File: config.mk
export PLATFORM = sky130hd
export DESIGN_NAME = lcd_nibble_writer_over_i2c_expander
export DESIGN_NICKNAME = d
export VERILOG_FILES = /design/src/rtl/core/lcdi2c_pkg.sv /design/src/rtl/core/lcdi2c_bus_seq.sv /design/src/rtl/core/lcdi2c_req_build.sv /design/src/rtl/core/lcd_nibble_writer_over_i2c_expander.sv
export SDC_FILE = /design/constraint.sdc
export NUM_CORES = 1
export LEC_CHECK = 0
export BUFFER_PORTS_ARGS = -buffer_cell sky130_fd_sc_hd__buf_4
export CAP_MARGIN = 20
export CORE_AREA = 3 3 121 152
export DETAILED_ROUTE_END_ITERATION = 8
export DIE_AREA = 0 0 124 155
export SLEW_MARGIN = 5
export SYNTH_ARGS = -nofsm -noshare
export SYNTH_HDL_FRONTEND = slang
export SYNTH_SLANG_ARGS = --single-unit
File: constraint.sdc
create_clock -name clk -period 2.75 [get_ports clk]
set_input_delay 0.275 -clock clk [delete_from_list [all_inputs] [get_ports clk]]
set_output_delay 0.275 -clock clk [all_outputs]
set_load 0.01 [all_outputs]
File: src/rtl/core/lcdi2c_pkg.sv
package lcdi2c_pkg;

  // Depth of the expander byte queue.
  localparam int QUEUE_DEPTH = 6;
  localparam int QCNT_W      = $clog2(QUEUE_DEPTH + 1);

  // A command or data byte turns into this many expander bytes.
  localparam int CMD_BYTES = 6;

  localparam int CFG_IDX_W  = 3;
  localparam int CFG_DATA_W = 8;

  typedef enum logic [1:0] {
    OP_TICK  = 2'd0,
    OP_CMD   = 2'd1,
    OP_DATA  = 2'd2,
    OP_LIGHT = 2'd3
  } op_t;

  typedef enum logic [CFG_IDX_W-1:0] {
    CFG_ADDR   = 3'd0,
    CFG_RS     = 3'd1,
    CFG_RW     = 3'd2,
    CFG_EN     = 3'd3,
    CFG_LIGHT  = 3'd4,
    CFG_NIBBLE = 3'd5
  } cfg_idx_t;

  // Bit slots of one I2C write frame.
  localparam logic [4:0] SLOT_START      = 5'd0;
  localparam logic [4:0] SLOT_ACK_ADDR   = 5'd9;
  localparam logic [4:0] SLOT_DATA_FIRST = 5'd10;
  localparam logic [4:0] SLOT_ACK_DATA   = 5'd18;
  localparam logic [4:0] SLOT_STOP       = 5'd19;

  // Ticks within a slot.
  localparam logic [1:0] SUB_SETUP = 2'd0;
  localparam logic [1:0] SUB_HIGH  = 2'd1;
  localparam logic [1:0] SUB_LOW   = 2'd2;

  typedef struct packed {
    logic [1:0] operation;
    logic [7:0] value;
    logic       sda_in;
  } in_item_t;

  typedef struct packed {
    logic scl_level;
    logic sda_level;
    logic busy_res;
    logic nack_seen;
    logic request_dropped;
  } out_item_t;

  typedef struct packed {
    logic [2:0] rs;
    logic [2:0] rw;
    logic [2:0] en;
    logic [2:0] light;
    logic [2:0] nibble;
  } pins_t;

  typedef struct packed {
    logic       scl;
    logic       sda;
    logic [7:0] shift;
    logic [4:0] slot;
    logic [1:0] sub;
  } bus_state_t;

  typedef struct packed {
    bus_state_t nxt;
    logic       nack_set;
    logic       frame_end;
  } bus_step_t;

  typedef struct packed {
    logic [CMD_BYTES-1:0][7:0] bytes;
    logic [7:0]                shadow;
    logic [QCNT_W-1:0]         count;
  } req_t;

  // Positions above bit 7 are dropped.
  function automatic logic [7:0] put_bit(input logic [7:0] v, input logic [3:0] pos,
                                         input logic b);
    logic [7:0] r;
    r = v;
    if (pos <= 4'd7) begin
      r[pos[2:0]] = b;
    end
    return r;
  endfunction

  function automatic logic [7:0] put_nibble(input logic [7:0] v, input logic [2:0] base,
                                            input logic [3:0] nib);
    logic [7:0] r;
    r = v;
    for (int k = 3; k >= 0; k--) begin
      r = put_bit(r, {1'b0, base} + 4'(k), nib[k]);
    end
    return r;
  endfunction

endpackage

File: src/rtl/core/lcdi2c_bus_seq.sv
// One tick of the I2C frame sequencer: line levels, shift byte and slot position.
module lcdi2c_bus_seq
  import lcdi2c_pkg::*;
(
  input  bus_state_t cur,
  input  logic [7:0] dev_addr,
  input  logic [7:0] head_byte,
  input  logic       sda_in,
  output bus_step_t  step
);

  logic [7:0] src;

  assign src = (cur.slot == SLOT_DATA_FIRST) ? head_byte : cur.shift;

  always_comb begin
    step           = '0;
    step.nxt       = cur;
    step.nack_set  = 1'b0;
    step.frame_end = 1'b0;

    priority if (cur.slot == SLOT_START) begin
      if (cur.sub == SUB_SETUP) begin
        step.nxt.scl   = 1'b1;
        step.nxt.sda   = 1'b1;
        step.nxt.shift = dev_addr;
      end else if (cur.sub == SUB_HIGH) begin
        step.nxt.sda = 1'b0;
      end else begin
        step.nxt.scl = 1'b0;
      end
    end else if (cur.slot == SLOT_ACK_ADDR || cur.slot == SLOT_ACK_DATA) begin
      if (cur.sub == SUB_SETUP) begin
        step.nxt.sda = 1'b1;
      end else if (cur.sub == SUB_HIGH) begin
        step.nxt.scl  = 1'b1;
        step.nack_set = sda_in;
      end else begin
        step.nxt.scl = 1'b0;
      end
    end else if (cur.slot == SLOT_STOP) begin
      if (cur.sub == SUB_SETUP) begin
        step.nxt.sda = 1'b0;
      end else if (cur.sub == SUB_HIGH) begin
        step.nxt.scl = 1'b1;
      end else begin
        step.nxt.sda = 1'b1;
      end
    end else begin
      // Address and data bits, most significant first.
      if (cur.sub == SUB_SETUP) begin
        step.nxt.shift = src;
        step.nxt.sda   = src[7];
      end else if (cur.sub == SUB_HIGH) begin
        step.nxt.scl = 1'b1;
      end else begin
        step.nxt.scl   = 1'b0;
        step.nxt.shift = {cur.shift[6:0], 1'b0};
      end
    end

    if (cur.sub == SUB_LOW) begin
      step.nxt.sub = SUB_SETUP;
      if (cur.slot == SLOT_STOP) begin
        step.nxt.slot  = SLOT_START;
        step.frame_end = 1'b1;
      end else begin
        step.nxt.slot = cur.slot + 5'd1;
      end
    end else begin
      step.nxt.sub = cur.sub + 2'd1;
    end
  end

endmodule

File: src/rtl/core/lcdi2c_req_build.sv
// Turns one request into the expander bytes it queues and the new pin shadow.
module lcdi2c_req_build
  import lcdi2c_pkg::*;
(
  input  logic [1:0] operation,
  input  logic [7:0] value,
  input  logic [7:0] shadow,
  input  pins_t      pins,
  output req_t       req
);

  logic [7:0] rs_b, rw_b, hi_n, hi_on, hi_off, lo_n, lo_on, lo_off, light_b;

  always_comb begin
    light_b = put_bit(shadow, {1'b0, pins.light}, value != 8'd0);
    // Later writes win where pin positions overlap.
    rs_b    = put_bit(shadow, {1'b0, pins.rs}, operation == OP_DATA);
    rw_b    = put_bit(rs_b, {1'b0, pins.rw}, 1'b0);
    hi_n    = put_nibble(rw_b, pins.nibble, value[7:4]);
    hi_on   = put_bit(hi_n, {1'b0, pins.en}, 1'b1);
    hi_off  = put_bit(hi_on, {1'b0, pins.en}, 1'b0);
    lo_n    = put_nibble(hi_off, pins.nibble, value[3:0]);
    lo_on   = put_bit(lo_n, {1'b0, pins.en}, 1'b1);
    lo_off  = put_bit(lo_on, {1'b0, pins.en}, 1'b0);

    if (operation == OP_LIGHT) begin
      req.bytes  = {CMD_BYTES{light_b}};
      req.shadow = light_b;
      req.count  = QCNT_W'(1);
    end else begin
      req.bytes  = {lo_off, lo_on, hi_off, hi_on, rw_b, rs_b};
      req.shadow = lo_off;
      req.count  = QCNT_W'(CMD_BYTES);
    end
  end

endmodule

File: src/rtl/core/lcd_nibble_writer_over_i2c_expander.sv
// Character LCD writer over an 8-bit I2C port expander, bit-level I2C master.
//
// The input channel (in_valid, in_stall, in_data) carries one transaction per
// item: a tick, a command byte, a data byte or a backlight request. A command
// or data byte queues six expander bytes, a backlight request queues one, and
// each queued byte goes out as an I2C write paced by tick transactions, three
// ticks to a bit slot and sixty to a frame. A request made while bytes are
// still queued is dropped and flagged in its result.
// Every input transaction gives exactly one result transaction on the output
// channel (out_valid, out_stall, out_data) with the line levels after it, the
// busy flag, the sticky acknowledge error flag and the dropped flag.
// An item passes through an input register and a result register before its
// result appears; one item is accepted every cycle while the receiver does not
// stall, with the frame sequencer combinational between those two registers.
// If the receiver stalls, the result register holds, the input register fills
// behind it and in_stall rises the same cycle that the stall blocks progress.
// Registers on the cfg_ port are written with cfg_we; the user must write them
// only while idle, as the block itself does not enforce it. Reset clears the
// pin shadow, the queue count, the frame position and the flags, releases both
// lines high and restores the register defaults.
module lcd_nibble_writer_over_i2c_expander
  import lcdi2c_pkg::*;
(
  input  logic                  clk,
  input  logic                  rst_n,
  input  logic                  in_valid,
  output logic                  in_stall,
  input  in_item_t              in_data,
  output logic                  out_valid,
  input  logic                  out_stall,
  output out_item_t             out_data,
  input  logic                  cfg_we,
  input  logic [CFG_IDX_W-1:0]  cfg_index,
  input  logic [CFG_DATA_W-1:0] cfg_data
);

  // Configuration registers.
  logic [7:0] dev_addr_r;
  pins_t      pins_r;

  // Input register and result register.
  logic      s1_valid_r;
  in_item_t  s1_item_r;
  logic      out_valid_r, out_valid_nxt;
  out_item_t out_item_r;
  out_item_t result;

  // Block state.
  logic [7:0]                  shadow_r, shadow_nxt;
  logic [QUEUE_DEPTH-1:0][7:0] queue_r, queue_nxt;
  logic [QCNT_W-1:0]           count_r, count_nxt;
  bus_state_t                  bus_r, bus_nxt;
  logic                        nack_r, nack_nxt;

  logic      s1_adv, in_accept, busy, is_tick, dropped;
  bus_step_t step;
  req_t      req;

  // The item in the input register moves on whenever the result register is
  // free or is being emptied in the same cycle.
  assign s1_adv    = s1_valid_r & (~out_valid_r | ~out_stall);
  assign in_stall  = s1_valid_r & ~s1_adv;
  assign in_accept = in_valid & ~in_stall;

  assign busy    = (count_r != '0);
  assign is_tick = (s1_item_r.operation == OP_TICK);

  lcdi2c_bus_seq u_bus_seq (
    .cur       (bus_r),
    .dev_addr  (dev_addr_r),
    .head_byte (queue_r[0]),
    .sda_in    (s1_item_r.sda_in),
    .step      (step)
  );

  lcdi2c_req_build u_req_build (
    .operation (s1_item_r.operation),
    .value     (s1_item_r.value),
    .shadow    (shadow_r),
    .pins      (pins_r),
    .req       (req)
  );

  always_comb begin
    shadow_nxt = shadow_r;
    queue_nxt  = queue_r;
    count_nxt  = count_r;
    bus_nxt    = bus_r;
    nack_nxt   = nack_r;
    dropped    = 1'b0;

    if (s1_adv) begin
      if (is_tick) begin
        // Ticks only move the bus while there is something to send.
        if (busy) begin
          bus_nxt  = step.nxt;
          nack_nxt = nack_r | step.nack_set;
          if (step.frame_end) begin
            for (int i = 0; i < QUEUE_DEPTH - 1; i++) begin
              queue_nxt[i] = queue_r[i+1];
            end
            count_nxt = count_r - QCNT_W'(1);
          end
        end
      end else if (busy) begin
        dropped = 1'b1;
      end else begin
        nack_nxt    = 1'b0;
        bus_nxt.slot = SLOT_START;
        bus_nxt.sub  = SUB_SETUP;
        shadow_nxt  = req.shadow;
        count_nxt   = req.count;
        for (int i = 0; i < CMD_BYTES; i++) begin
          queue_nxt[i] = req.bytes[i];
        end
      end
    end

    result.scl_level       = bus_nxt.scl;
    result.sda_level       = bus_nxt.sda;
    result.busy_res        = (count_nxt != '0);
    result.nack_seen       = nack_nxt;
    result.request_dropped = dropped;

    out_valid_nxt = s1_adv | (out_valid_r & out_stall);
  end

  always_ff @(posedge clk) begin
    if (!rst_n) begin
      dev_addr_r  <= 8'd78;
      pins_r      <= '{rs: 3'd0, rw: 3'd1, en: 3'd2, light: 3'd3, nibble: 3'd4};
      s1_valid_r  <= 1'b0;
      out_valid_r <= 1'b0;
      shadow_r    <= '0;
      count_r     <= '0;
      bus_r       <= '{scl: 1'b1, sda: 1'b1, shift: 8'd0, slot: SLOT_START, sub: SUB_SETUP};
      nack_r      <= 1'b0;
    end else begin
      if (cfg_we) begin
        unique case (cfg_index)
          CFG_ADDR:   dev_addr_r    <= cfg_data;
          CFG_RS:     pins_r.rs     <= cfg_data[2:0];
          CFG_RW:     pins_r.rw     <= cfg_data[2:0];
          CFG_EN:     pins_r.en     <= cfg_data[2:0];
          CFG_LIGHT:  pins_r.light  <= cfg_data[2:0];
          CFG_NIBBLE: pins_r.nibble <= cfg_data[2:0];
          default: ;
        endcase
      end
      if (in_accept) begin
        s1_valid_r <= 1'b1;
      end else if (s1_adv) begin
        s1_valid_r <= 1'b0;
      end
      out_valid_r <= out_valid_nxt;
      shadow_r    <= shadow_nxt;
      count_r     <= count_nxt;
      bus_r       <= bus_nxt;
      nack_r      <= nack_nxt;
    end
  end

  // Payload registers carry no reset.
  always_ff @(posedge clk) begin
    if (in_accept) begin
      s1_item_r <= in_data;
    end
    if (s1_adv) begin
      out_item_r <= result;
    end
    queue_r <= queue_nxt;
  end

  assign out_valid = out_valid_r;
  assign out_data  = out_item_r;

  // The queue never holds more bytes than it has room for.
  a_count_range: assert property (@(posedge clk) disable iff (!rst_n)
    count_r <= QCNT_W'(QUEUE_DEPTH))
    else $error("queue count beyond depth");

  // A dropped request is only ever reported while bytes are still queued.
  a_drop_busy: assert property (@(posedge clk) disable iff (!rst_n)
    out_valid_r && out_item_r.request_dropped |-> out_item_r.busy_res)
    else $error("request dropped while idle");

  // The frame position stays inside the sixty-tick frame.
  a_frame_pos: assert property (@(posedge clk) disable iff (!rst_n)
    bus_r.sub != 2'd3 && bus_r.slot <= SLOT_STOP)
    else $error("frame position out of range");

  // An idle block leaves the bus at the start of a frame with both lines released.
  a_idle_lines: assert property (@(posedge clk) disable iff (!rst_n)
    count_r == '0 |-> bus_r.scl && bus_r.sda && bus_r.slot == SLOT_START)
    else $error("bus not released while idle");

endmodule

==> results of run 1 <==
-- final cells by class --
class,count,area share (%)
multi-input cells,667,48.2
flip-flops and latches,118,34.3
repair buffers,80,7.09
clock buffers,18,4.90
well taps,220,3.14
clock inverters,14,1.34
inverters,24,1.03
-- per-layer routing --
metal  part of all wire, %  wire [um]  vias up
met4                   4.1        953        0
met2                    50      11700      311
met3                   5.8       1360       68
li1                      -          -     3329
met5                     0          0        -
met1                    40       9280     3433
-- cells in the final DEF (no fill, tap or decap), types with 5 or more instances in the layout --
cell type,n
sky130_fd_sc_hd__nor2_1,88
sky130_fd_sc_hd__nand3_1,34
sky130_fd_sc_hd__a21o_1,5
sky130_fd_sc_hd__clkbuf_16,17
sky130_fd_sc_hd__ha_1,11
sky130_fd_sc_hd__o211a_1,6
sky130_fd_sc_hd__a211o_1,5
sky130_fd_sc_hd__o21ai_0,49
sky130_fd_sc_hd__and3b_1,7
sky130_fd_sc_hd__a32oi_1,6
sky130_fd_sc_hd__nand2_1,90
sky130_fd_sc_hd__o221ai_1,5
sky130_fd_sc_hd__nand4_1,8
sky130_fd_sc_hd__and2_1,8
sky130_fd_sc_hd__nor3b_1,13
sky130_fd_sc_hd__clkinvlp_4,6
sky130_fd_sc_hd__mux2_2,7
sky130_fd_sc_hd__and3_1,5
sky130_fd_sc_hd__dfxtp_1,54
sky130_fd_sc_hd__nor2b_1,17
sky130_fd_sc_hd__o21a_1,5
sky130_fd_sc_hd__nand2b_1,10
sky130_fd_sc_hd__nand3b_1,17
sky130_fd_sc_hd__a21oi_1,70
sky130_fd_sc_hd__nor3_1,18
sky130_fd_sc_hd__mux2i_1,20
sky130_fd_sc_hd__o211ai_1,12
sky130_fd_sc_hd__buf_4,78
sky130_fd_sc_hd__edfxtp_1,64
sky130_fd_sc_hd__or2_2,11
sky130_fd_sc_hd__inv_1,22
sky130_fd_sc_hd__a211oi_1,13
sky130_fd_sc_hd__a22oi_1,7
sky130_fd_sc_hd__a31oi_1,15
sky130_fd_sc_hd__maj3_1,13
sky130_fd_sc_hd__inv_6,5
-- cells by family after synthesis --
family / synth area share (%)
AO/OA/AOI/OAI: 23.4
XOR/XNOR: 0.579
adder cells (fa/ha/maj): 3.87
buffers and inverters: 5.11
flip-flops: 39.7
multiplexers: 3.69
AND/OR/NAND/NOR: 23.7
-- registers in the layout, summed over array words and instances, names as in the netlist --
signal,cells
queue_r,48
bus_r,17
pins_r,15
s1_item_r,11
dev_addr_r,8
shadow_r,8
out_data,5
count_r,3
nack_r,1
out_valid,1
s1_valid_r,1
-- how the worst max path moves through the flow --
stage	start	end	slack [ps]	cells after the start
2_1_floorplan	pins_r[1]	queue_r[36]	70	11
3_3_place_gp	pins_r[0]	queue_r[44]	130	8
3_5_place_dp	pins_r[0]	shadow_r[2]	130	10
4_1_cts	pins_r[0]	queue_r[36]	110	8
5_1_grt	pins_r[0]	shadow_r[1]	20	10
6_report	pins_r[0]	queue_r[36]	120	8
-- power groups by stage --
stage	registers (mW)	clock network, mW	logic (mW)
3_5_place_dp	2.03	0	0.657
6_report	2.00	2.05	0.676
3_3_place_gp	2.03	0	0.644
4_1_cts	2.00	2.08	0.661
5_1_grt	2.00	2.17	0.736
2_1_floorplan	2.01	0	0.450
-- metrics by stage --
step	worst slack (ps)	utilization, %	power [mW]	hold slack [ps]
4_1_cts	106	51.3	4.74	7.41
3_5_place_dp	131	48.1	2.69	454
5_1_grt	17.8	51.6	4.91	5.35
2_1_floorplan	70.3	-	2.46	374
3_3_place_gp	128	48.1	2.68	441
6_report	117	51.6	4.73	21.1
==> flow_results.org, run 1 <==
** Finish
- The finished layout holds between 1k and 1.5k standard cells, fillers aside.
- Final std cell area, no fill :: ~9000 um^2
- Multi-input combinational cell area :: 4220 um^2
- Storage element area :: between 3000 and 4000 um^2
- Fraction of layout cells with a size suffix above 1 :: between 10% and 20%
- After filler insertion, the fill cell instance count of the layout stands at 1614.
- At the end of the flow, the number of nets in the layout was 948.
- Synth-to-Final Area Change :: 15.6%
- Number of diodes :: 0

** Worst setup path
- Maximum cell stage delay along the critical path :: 490 ps
- R2R setup slack :: 120 ps
- For the worst setup path, the data arrival time is 2910 ps.
- Source of the worst register-to-register timing path :: pins_r[0]
- The worst register-to-register path has a depth of 8.
- Critical-path maximum fanout :: 13
- Walking the worst path, the cells encountered are ha_1, ha_2, nand3b_1, a211oi_2, nor2_1, a2111o_1, a41o_1, a21oi_1.
- Crit path max-delay cell type :: sky130_fd_sc_hd__ha_2
- STA classifies the critical path startpoint as a register.
- Worst Path Class, Setup :: register to register
- Endpoint class of the critical path :: register
- For the worst setup path, the data required time is 3030 ps.
- Among cell families on the critical path, the largest total delay comes from compound AO/OA/AOI/OAI gates.
- Worst Path Buf+Inv :: 0
- Reg2reg end :: queue_r[36]

** Logic synthesis
- Total of warnings raised by yosys :: 0
- In the synthesized netlist, the number of instances is 879.
- Yosys mapped a number of flops with a built-in enable equal to 64.
- In the synthesized netlist the async set-or-reset flop fraction comes to 0%.
- Sequential cells were found to cover between 30 and 40% of the synthesized design area.
- Summed over all instances, the cell type with the most area after synthesis is sky130_fd_sc_hd__edfxtp_1.
- Syn_nets :: 919
- Number of storage elements in the synthesis netlist :: 118
- Most used flip-flop cell after synthesis :: sky130_fd_sc_hd__edfxtp_1
- Share of the synthesized area in the top cell type :: 25.4%
- After synthesis the cells add up to 7570 um^2.
- In this run, distinct cell masters in the synthesized netlist total 82.
- After synthesis, the mean cell area works out to 8.61 um^2.
- Leading cell type by number of instances after synthesis :: sky130_fd_sc_hd__nand2_1
- Post-synth top cells :: sky130_fd_sc_hd__nand2_1 (90), sky130_fd_sc_hd__nor2_1 (88), sky130_fd_sc_hd__a21oi_1 (70)
- Yosys attributes the largest share of cell area to sky130_fd_sc_hd__edfxtp_1 (25%), sky130_fd_sc_hd__dfxtp_1 (14%), sky130_fd_sc_hd__a21oi_1 (4.6%), sky130_fd_sc_hd__nand2_1 (4.5%), sky130_fd_sc_hd__nor2_1 (4.4%).

** Clock tree
- The tree is rooted in a sky130_fd_sc_hd__clkbuf_16.
- Clock buffer count from CTS :: 17
- In this run, post-CTS hold repair placed 0 buffers.
- At the later pin of the worst-skew pair, clock insertion delay measures between 400 and 500 ps.
- CTS tree :: yes
- Post-CTS Setup Inserts :: 0
- Clock-pin slew was measured on the worst setup and hold paths at 60 ps.
- Count of cells resized by post-cts repair :: 0
- Number of clock sinks :: 118
- In this run the number of H-tree levels came out at 4.
- The longest clock path from root to sink contains 2 buffers.

** Timing
- The final hold violation count came to 0.
- Headroom to the max-slew limit came out at about 55%.
- The worst path uses 95.7% of the clock period.
- Worst Clk Skew :: 11.0 ps
- Derived from the worst setup path, the maximum achievable clock frequency is between 0.3 and 0.4 GHz.
- Unrepaired setup endpoints after global routing :: no
- The smallest clock period supported by the final layout is computed as 2630 ps.
- Transition time at the pin with the least slew margin :: 677 ps
- Number of failing setup endpoints in the final timing report :: 0
- In the final timing run, aggregate negative setup slack is 0 ps.
- The max-slew violation total from the final report is 0.

** Detailed routing
- Count of routing violations after the opening detailed-route iteration :: 752
- DRT Wirelength :: 23300 um
- Wirelength per Cell :: ~20 um
- Count of antenna-violating nets left after detailed routing :: 0
- The routed layout has slightly above 7k vias.
- Detailed-route vias per instance :: 6.26
- After detailed routing, the number of remaining DRC violations is 0.
- First drt pass iteration count :: 6

** Die
- Die Area :: 19200 um^2
- Width of the die :: around 120 um
- Die span in y :: 155 um
- Total core area :: 17000 um^2
- Top-Level Pins :: 34
- Std-Cell Rows :: between 50 and 60
- Initial Utilization :: between 40 and 50%

** Placement
- In this run the tool buffered the top-level ports with 33 buffer cells.
- Including well taps, the total number of placed cells is 1108.
- Area post-placement :: 8170 um^2
- Routability-driven placement finished with a final weighted congestion of around 0.95.
- The HPWL after detailed placement is 16900 um.

** Run status
- The run finished with clean final reports.

** Hold path
- The tightest min-delay check is of the input port to register type.
- End point of the worst hold path :: s1_item_r[5]
- In this run the most critical hold path is launched from in_data[5].
- Number of cells traversed by the worst hold path :: 1

** Power
- The analysis attributes to net switching a power of 1.34 mW.
- Maximum vdd ir drop :: 0.000440 V
- Per report_power, the clock group accounts for ~43% of the total.
- Gate power share :: 14.3%
- Int Power :: 3.39 mW
- Dividing total power by cell area gives a power density of approximately 540 nW/um^2.
- Sw frac :: 28.3%
- Summed over all cells, the static leakage comes to 3.27 nW.
- Sequential cells account for 42.3% of the total power.

** Global routing
- The first global-routing pass estimated 36700 um of wire.
- GR Util met2 :: 41.2%
- The number of antenna violations at the first check in global routing is 0.
- Grt peak-use layer :: met2
- The number of global-route vias before repair is 6789.
- For this run, the total global-route usage over all layers was measured as between 20% and 30%.
- For this run the aggregate overflow at the end of global routing stands at 0.
- Entering global routing, the biggest net connects 44 pins.
- In the global route stage, met1 resource usage came out at 30.2%.
- For this run, global-route usage on met3 was measured as slightly below 5%.

** Run
- Across the run, the number of max-cap violations was 0.
Power figures use the tool's default switching activity.
==> inputs of run 2 (changes only) <==
- CORE_AREA: 3 3 121 152 -> 8 8 126 157
- DIE_AREA: 0 0 124 155 -> 0 0 134 165
==> flow_results.org, run 2 (synthesized netlist as in run 1, its figures left out) <==
** Power
- In this run switching power makes up 26.3% of total power.
- Power spread over the standard cell area amounts to 572 nW/um^2.
- Per report_power, the combinational group accounts for 13.0% of the total.
- Sequential cells account for 39.6% of the total power.
- Overall power consumption :: 5.06 mW
- In this run the power spent charging and discharging nets is 1.33 mW.
- Portion of total power attributed to the clock network :: 47.3%
- In this run the static leakage power is 3.33 nW.
- VDD sags by at most between 0.0004 and 0.0005 V.
- Cell internal power was estimated by the tool at 3.73 mW.

** Timing
- TNS Setup :: 0 ps
- The final hold violation count was 0.
- The max-slew violation total from the final report is 0.
- Transition time at the pin with the least slew margin :: 821 ps
- Clock period minus final worst setup slack :: 2640 ps
- Timing would allow up to about 0.38 GHz.
- Worst Clk Skew :: 9.40 ps
- Setup violations remaining at the end of the flow were counted as 0.
- Slew HR :: around 45%
- Final critical-path share of the clock period :: 96.1%
- Setup repair after global routing left no endpoint under its margin.
- Post-route worst hold slack :: 18.0 ps

** Clock tree
- Number of clock sinks :: 118
- Maximum root-to-sink buffer count :: 2
- After clock tree synthesis, the setup repair step added 0 buffers.
- For this design, the CTS-stage hold fixing added 0 buffers.
- TritonCTS built the clock tree.
- Post-CTS repair changed the size of 0 cells.
- In this run, CTS created clock tree buffers numbering 17.
- CTS Root Cell :: sky130_fd_sc_hd__clkbuf_16
- Clock input transition at the sequential cells of the worst setup and hold paths :: ~60 ps
- H-tree levels :: 4
- Clock latency on the worst-skew pair, taken at its later pin, is about 430 ps.

** Finish
- The register with the most flip-flops in the layout has 48 of them.
- Number of diodes :: 0
- The top cell types in the final layout, fill and taps aside, are sky130_fd_sc_hd__nand2_1 (90), sky130_fd_sc_hd__nor2_1 (88), sky130_fd_sc_hd__buf_4 (77), sky130_fd_sc_hd__a21oi_1 (70), sky130_fd_sc_hd__edfxtp_1 (64).
- Non-filler instance count after layout :: between 1k and 1.5k
- Top register by number of flip-flops :: queue_r
- Multi-input combinational cell area :: between 4000 and 5000 um^2
- Final net count :: 948
- Registers take 3000 um^2.
- Leaving out fill and tap cells, the most frequent cell in the layout is sky130_fd_sc_hd__nand2_1.
- Number of fillers in the final layout :: 1637
- For this run, the share of the core covered by cells in the final layout is 51.4%.
- Synth-to-Final Area Change :: 16.9%
- The largest registers in the layout are queue_r x48, bus_r x17, pins_r x15.
- Cells with a size suffix above 1 make up approximately 16% of the layout.

** Worst setup path
- In this run the worst setup path begins at pins_r[0].
- In this run the register-to-register setup slack is around 110 ps.
- Data on the critical path arrives at its endpoint at 2820 ps.
- Counting cells, the worst reg-to-reg path comes to 8.
- Along the worst path, the maximum fanout reaches 9.
- Kind of start point of the critical path :: register
- In this run the critical register-to-register path is captured at queue_r[44].
- In this design, the stage delay of the slowest critical-path cell is 460 ps.
- Worst Path Class, Setup :: register to register
- Required arrival time at the worst endpoint :: between 2000 and 3000 ps
- Worst-path cell chain :: ha_1, ha_1, nor2b_1, nand2_1, a21oi_1, a2111o_1, a21oi_1, or2_2
- The largest individual stage delay along the critical path comes from the cell sky130_fd_sc_hd__ha_1.
- Cell family with the largest share of critical-path delay :: simple AND/OR/NAND/NOR gates
- Capturing element of the worst setup path :: queue_r[44]
- Number of stages on the worst setup path :: 8
- The worst register-to-register path begins at pins_r[0].
- Endpoint class of the critical path :: register
- Together, buffers and inverters on the worst path number 0.

** Placement
- Detailed placement ended at an HPWL of 16300 um.
- Total instance count after detailed placement :: 1112
- Total of buffers placed on input and output ports :: 33
- At the end of routability-driven placement, the weighted congestion stood at 0.999.

** Detailed routing
- In the routed layout, each cell is associated on average with a via count of 6.02.
- Count of routing violations after the opening detailed-route iteration :: 579
- Count of antenna-violating nets left after detailed routing :: 0
- Total via count after detailed routing :: between 6k and 7k
- DRT Wirelength :: 23000 um
- After detailed routing, the number of remaining DRC violations is 0.
- First drt pass iteration count :: 7
- Wirelength per Cell :: 20.1 um

** Global routing
- The layer flagged by global routing as most heavily used is met2.
- Global routing finished with a remaining overflow of 0.
- Initial antenna violation count :: 0
- Global routing consumed, on the met2 layer, a little over a third of the routing resources.
- Maximum number of pins on one net before global-route repair :: 46
- Number of global-route vias before repair :: between 6k and 7k
- Met1 capacity usage during global routing :: approximately a quarter
- Global-route track usage on met3 :: 4.17%
- The first global-routing pass estimated 36600 um of wire.
- Total Routing Usage GR :: 21.1%

** Run status
- The run finished with clean final reports.

** Die
- 34 I/O pins were placed.
- Die span in y :: 165 um
- The floorplan step defined a die boundary enclosing 22100 um^2.
- Initial Utilization :: around 44%
- Width of the die :: 134 um
- Total core area :: 17200 um^2
- In this run the core area contains 54 standard-cell rows.

** Hold path
- Number of cells traversed by the worst hold path :: 1
- The tightest min-delay check is of the input port to register type.

** Run
- Max Cap Violations :: 0
run 2: worst min-delay path by stage:
stage                           from      endpoint
after floorplan           in_data[0]  s1_item_r[0]
after global placement     bus_r[12]     bus_r[12]
after detailed placement   bus_r[11]     bus_r[11]
after CTS                 in_data[5]  s1_item_r[5]
after global routing      in_data[6]  s1_item_r[6]
final                     in_data[5]  s1_item_r[5]
run 2: worst reg2reg max path: stages, from the launching register on:
cell and delay (ps):
sky130_fd_sc_hd__dfxtp_1 340, sky130_fd_sc_hd__ha_1 210, sky130_fd_sc_hd__ha_1 460, sky130_fd_sc_hd__nor2b_1 430, sky130_fd_sc_hd__nand2_1 130, sky130_fd_sc_hd__a21oi_1 260, sky130_fd_sc_hd__a2111o_1 180, sky130_fd_sc_hd__a21oi_1 110
sky130_fd_sc_hd__or2_2 300
run 2: final cells by class:
class,count,area share (%)
inverter,24,1.02
timing repair buffer,80,7.20
clock inverter,12,1.84
tap,224,3.17
multi-input combinational,667,47.5
sequential,118,33.9
clock buffer,20,5.29
run 2: through the flow:
step,setup slack (ps),instance area [um^2]
after floorplan,70.3,7570
after global placement,156,8170
after detailed placement,123,8170
after CTS,93.3,8800
after global routing,12.9,8850
final,108,8850
run 2: per-layer routing:
metal	part of all wire, %	vias up
met3	6.1	55
met4	3.1	0
met1	42	3257
met2	49	258
met5	0	-
li1	-	3325
run 2: power by group through the flow:
stage          registers, mW  logic (mW)  clock network (mW)
2_1_floorplan           2.01       0.450                   0
3_3_place_gp            2.04       0.640                   0
4_1_cts                 2.00       0.646                2.43
5_1_grt                 2.01       0.719                2.50
3_5_place_dp            2.04       0.642                   0
6_report                2.01       0.659                2.40
